===== config.mk =====
export PLATFORM = sky130hd
export DESIGN_NAME = sii_ctrl
export DESIGN_NICKNAME = d
export VERILOG_FILES = /design/src/rtl/sii_pkg.sv /design/src/rtl/sii_ctrl.sv
export SDC_FILE = /design/constraint.sdc
export NUM_CORES = 1
export LEC_CHECK = 0
export BUFFER_PORTS_ARGS = -buffer_cell sky130_fd_sc_hd__buf_4
export CORE_AREA = 2 2 39 41
export CTS_CLUSTER_DIAMETER = 80
export DETAILED_ROUTE_END_ITERATION = 8
export DIE_AREA = 0 0 41 43
export PLACE_DENSITY = 0.44
export SYNTH_ARGS = -nofsm -noshare
export SYNTH_HDL_FRONTEND = slang
export SYNTH_SLANG_ARGS = --single-unit

===== constraint.sdc =====
create_clock -name clk -period 2.2 [get_ports clk]
set_input_delay 0 -clock clk [delete_from_list [all_inputs] [get_ports clk]]
set_output_delay 0 -clock clk [all_outputs]
set_load 0.02 [all_outputs]

===== src/rtl/sii_pkg.sv =====
// Package of the sinc interpolator: sizes, codes, state type and
// the command and status structs between controller and datapath.
package sii_pkg;
    localparam int COLS_MAX   = 256;
    localparam int ROWS_MAX   = 256;
    localparam int KERNEL_LEN = 8;
    localparam int DECIMATION = 256;
    localparam int FRAC_BITS  = 16;
    localparam int COORD_W    = 25;
    localparam int CFG_W      = 9;
    localparam int COL_W      = $clog2(COLS_MAX);
    localparam int ROW_W      = $clog2(ROWS_MAX);
    localparam int TAP_W      = $clog2(KERNEL_LEN);
    localparam int PH_W       = $clog2(DECIMATION);
    localparam int INT_W      = COORD_W - FRAC_BITS;
    localparam int TAPS       = KERNEL_LEN * KERNEL_LEN;
    localparam int CNT_W      = $clog2(TAPS);
    localparam int ACC_W      = 54;
    localparam int HALF       = KERNEL_LEN / 2;

    typedef enum logic [1:0] {
        OP_WRITE_PIXEL = 2'd0,
        OP_WRITE_COEF  = 2'd1,
        OP_INTERP      = 2'd2,
        OP_NONE        = 2'd3
    } op_t;

    localparam logic [0:0] REG_IMAGE_COLS = 1'b0;
    localparam logic [0:0] REG_IMAGE_ROWS = 1'b1;

    typedef enum logic [2:0] {
        ST_IDLE,
        ST_LOAD,
        ST_RUN,
        ST_DRAIN,
        ST_FINISH,
        ST_OUTPUT
    } state_t;

    typedef struct packed {
        logic setup;
        logic issue;
        logic clear_acc;
        logic finish;
        logic load_out;
    } cmd_t;

    typedef struct packed {
        logic out_bounds;
        logic last_tap;
        logic pipe_empty;
    } status_t;
endpackage


===== src/rtl/sii_ctrl.sv =====
// Controller state machine of the sinc interpolator.
// Depends on sii_pkg; drives the datapath through cmd_t.
module sii_ctrl
    import sii_pkg::*;
(
    input  logic    clk,
    input  logic    rst_n,
    input  logic    start,
    input  logic    out_free,
    input  status_t status,
    output cmd_t    cmd,
    output logic    busy
);
    state_t state_reg, state_next;

    always_ff @(posedge clk or negedge rst_n)
    begin
        if (!rst_n)
            state_reg <= ST_IDLE;
        else
            state_reg <= state_next;
    end

    always_comb
    begin
        state_next = state_reg;
        unique case (state_reg)
            ST_IDLE:   if (start) state_next = ST_LOAD;
            ST_LOAD:   state_next = status.out_bounds ? ST_OUTPUT : ST_RUN;
            ST_RUN:    if (status.last_tap) state_next = ST_DRAIN;
            ST_DRAIN:  if (status.pipe_empty) state_next = ST_FINISH;
            ST_FINISH: state_next = ST_OUTPUT;
            ST_OUTPUT: if (out_free) state_next = ST_IDLE;
            default:   state_next = ST_IDLE;
        endcase
    end

    always_comb
    begin
        cmd = '0;
        busy = 1'b1;
        unique case (state_reg)
            ST_IDLE:
            begin
                busy = 1'b0;
                cmd.setup = start;
            end
            ST_LOAD:   cmd.clear_acc = 1'b1;
            ST_RUN:    cmd.issue = 1'b1;
            ST_DRAIN:  ;
            ST_FINISH: cmd.finish = 1'b1;
            ST_OUTPUT: cmd.load_out = out_free;
            default:   ;
        endcase
    end
endmodule


==> run summary <==
Critical path buffers and inverters = 1
Synthesis-to-layout area growth = 47.6%
Library cells used by synthesis = 20
Antenna violations before repair = 0
Run status = finished, final reports clean
Top cells by area, synth = dfrtp_1 (27%), nor2_1 (11%), buf_6 (8.0%)
Warnings from Yosys = 0
Largest area contributor in the netlist = dfrtp_1
Vias after detailed routing = 304
Syn Area/Cell = 7.61 sq um
Max Clock Freq = 0.725 GHz
Most common cell after layout, fill and taps aside = buf_4
Final nets = 61
Pre-antenna DRT Iters = 4
Worst R2R Start = state_reg[2]
Final Max Tran Viols = 0
Pwr/cell area = 1370 nW/um^2
Cell Rows = 14
Core ar. = 1380 sq um
Port buffer count = 12
Vias in the first global route = 279
Total power = 0.569 mW
Post-DRT Antenna Nets = 0
DIE WIDTH = 41 um
Syn_nets = 44
Sink Count = 3
Die Footprint = 1760 sq um
Relative slew slack = 79.1%
RSZ-0062 raised after global routing = false
MaxCap Viol Count = 0
CTS H-tree lvls = 1
Flop-to-flop setup slack = 0.89 ns
Final setup TNS = 0 ns
Sequential area share after synthesis = 26.7%
Critical path's top delay family = simple AND/OR/NAND/NOR gates
Drt wl/cell = 9.86 um
Skew final = 0.00297 ns
Synthesized instance count = 37
Crit Path Category = flip-flop to output pin
Period Utilization, post-route = 62.7%
Worst VDD drop = 0.457 mV
Postcts setup bufs = 0
Chip height = 43 um
Final min period = 1.38 ns
CTS Buffer Depth = 2
Antenna cell count = 0
CP startpoint kind = flip-flop
R2r endpoint = state_reg[0]
Most frequent cells in the layout = buf_4 (12), nor2_1 (8)
# fillers = 152
Yosys reg bits = 3
Initial Util = 20.3%
CP Launch Point = state_reg[2]
Worst Max-Slew Pin Slew = 0.314 ns
DR iter-0 viols = 17
Share of post-route cells with drive strength above 1 = 35.8%
Post-detail-place hpwl = 496 um
Worst EP required = 2.20 ns
CTS tree = yes
Top-area cell type share of the netlist area = 26.7%
P_leak = 0.206 nW
Root Buffer = clkbuf_4
Setup Viol. Count Final = 0
Global-route usage over all layers = 9.24%
GR Overflow Total = 0
Clk Latency, worst-skew pair = 0.24 ns
Via/cell ratio = 4.41
TritonCTS Buffers = 3
Clock transition at path regs = 0.04 ns
Mapped cell area = 282 sq um
First-pass GRT wire length = 1.06 mm
Hold Path Class = input port to async pin
CP peak stage delay = 0.48 ns
Max reg flops = 3
Worst-path fanout max = 10
Post-CTS sizing = 0
Worst path slowest cell = dfrtp_1
Largest net degree at the start of global routing = 11
DRC = 0
CP Cell Sequence = or3_1 > nor2_1 > buf_4
Io pins = 13
R2R cell count = 4
Wirelength, routed = 680 um
Final Hold Fails = 0
RePlAce Congestion = 0.703
Critical Path AT = 1.38 ns
Endpoint type of the worst setup path = output pin
-- cells by family after synthesis --
logic type	count (synthesis)	share of synthesized area [%]
compound gates	7	18.2
buf+inv	6	13.3
flops	3	26.7
simple gates	21	41.8
-- per-layer routing --
| metal | GRT usage [%] | share of wire (%) | vias up |
|---|---|---|---|
| li1 | - | - | 155 |
| met1 | 12.2 | 49 | 129 |
| met2 | 11.3 | 41 | 20 |
| met3 | 4.71 | 9.7 | 0 |
| met4 | 6.00 | 0 | 0 |
| met5 | 0 | 0 | - |
-- per-stage QoR --
stage / cells / area (sq um) / utilization (%) / setup slack, ns / hold WS [ns]
after floorplan: 37 / 282 / - / 0.907 / -0.296
after global placement: 63 / 369 / 26.7 / 0.905 / -0.206
after detailed placement: 63 / 369 / 26.7 / 0.875 / -0.207
after CTS: 69 / 415 / 30.0 / 0.807 / 0.0908
after global routing: 69 / 415 / 30.0 / 0.711 / 0.0964
final: 69 / 415 / 30.0 / 0.821 / 0.0894
-- worst max-delay path by stage --
stage	to	slack, ns	cells after the start
after detailed placement	state_reg[0]	0.87	4
final	cmd[4]	0.82	3
after global routing	cmd[4]	0.71	3
after floorplan	cmd[4]	0.91	3
after CTS	cmd[4]	0.81	3
after global placement	state_reg[0]	0.90	4
-- synth_stat cells --
| cell | number |
|---|---|
| inv_1 | 3 |
| nor2_1 | 8 |
| nor4_2 | 1 |
| buf_6 | 2 |
| o22ai_1 | 1 |
| nand3b_1 | 1 |
| o21ai_0 | 1 |
| nand3_1 | 1 |
| nand2b_1 | 3 |
| a31oi_1 | 1 |
| a21oi_1 | 1 |
| a21o_2 | 1 |
| clkinv_1 | 1 |
| and3_1 | 2 |
| o211ai_1 | 1 |
| nor2b_4 | 1 |
| nand2_1 | 3 |
| a31oi_2 | 1 |
| or3_1 | 1 |
| dfrtp_1 | 3 |
-- timing repair --
item	in CTS	in global routing
hold buffers	2	0
setup endpoints to repair	0	0
hold endpoints to repair	4	0
-- cell type report --
cell class | instances | area [sq um] | share of cell area [%]
tap | 16 | 20.0 | 4.82
inverter | 4 | 15.0 | 3.61
sequential | 3 | 75.1 | 18.1
clock buffer | 4 | 26.3 | 6.33
multi-input combinational | 28 | 169 | 40.7
timing repair buffer | 14 | 110 | 26.5
-- power breakdown --
group / internal, mW / leakage (nW) / switching, mW / total, mW
clock: 0.0683 / 0.0150 / 0.0331 / 0.101
sequential: 0.0812 / 0.0368 / 0.0659 / 0.147
combinational: 0.157 / 0.155 / 0.163 / 0.321
total: 0.307 / 0.206 / 0.262 / 0.569
No activity file was read; power rests on OpenSTA's default activity.
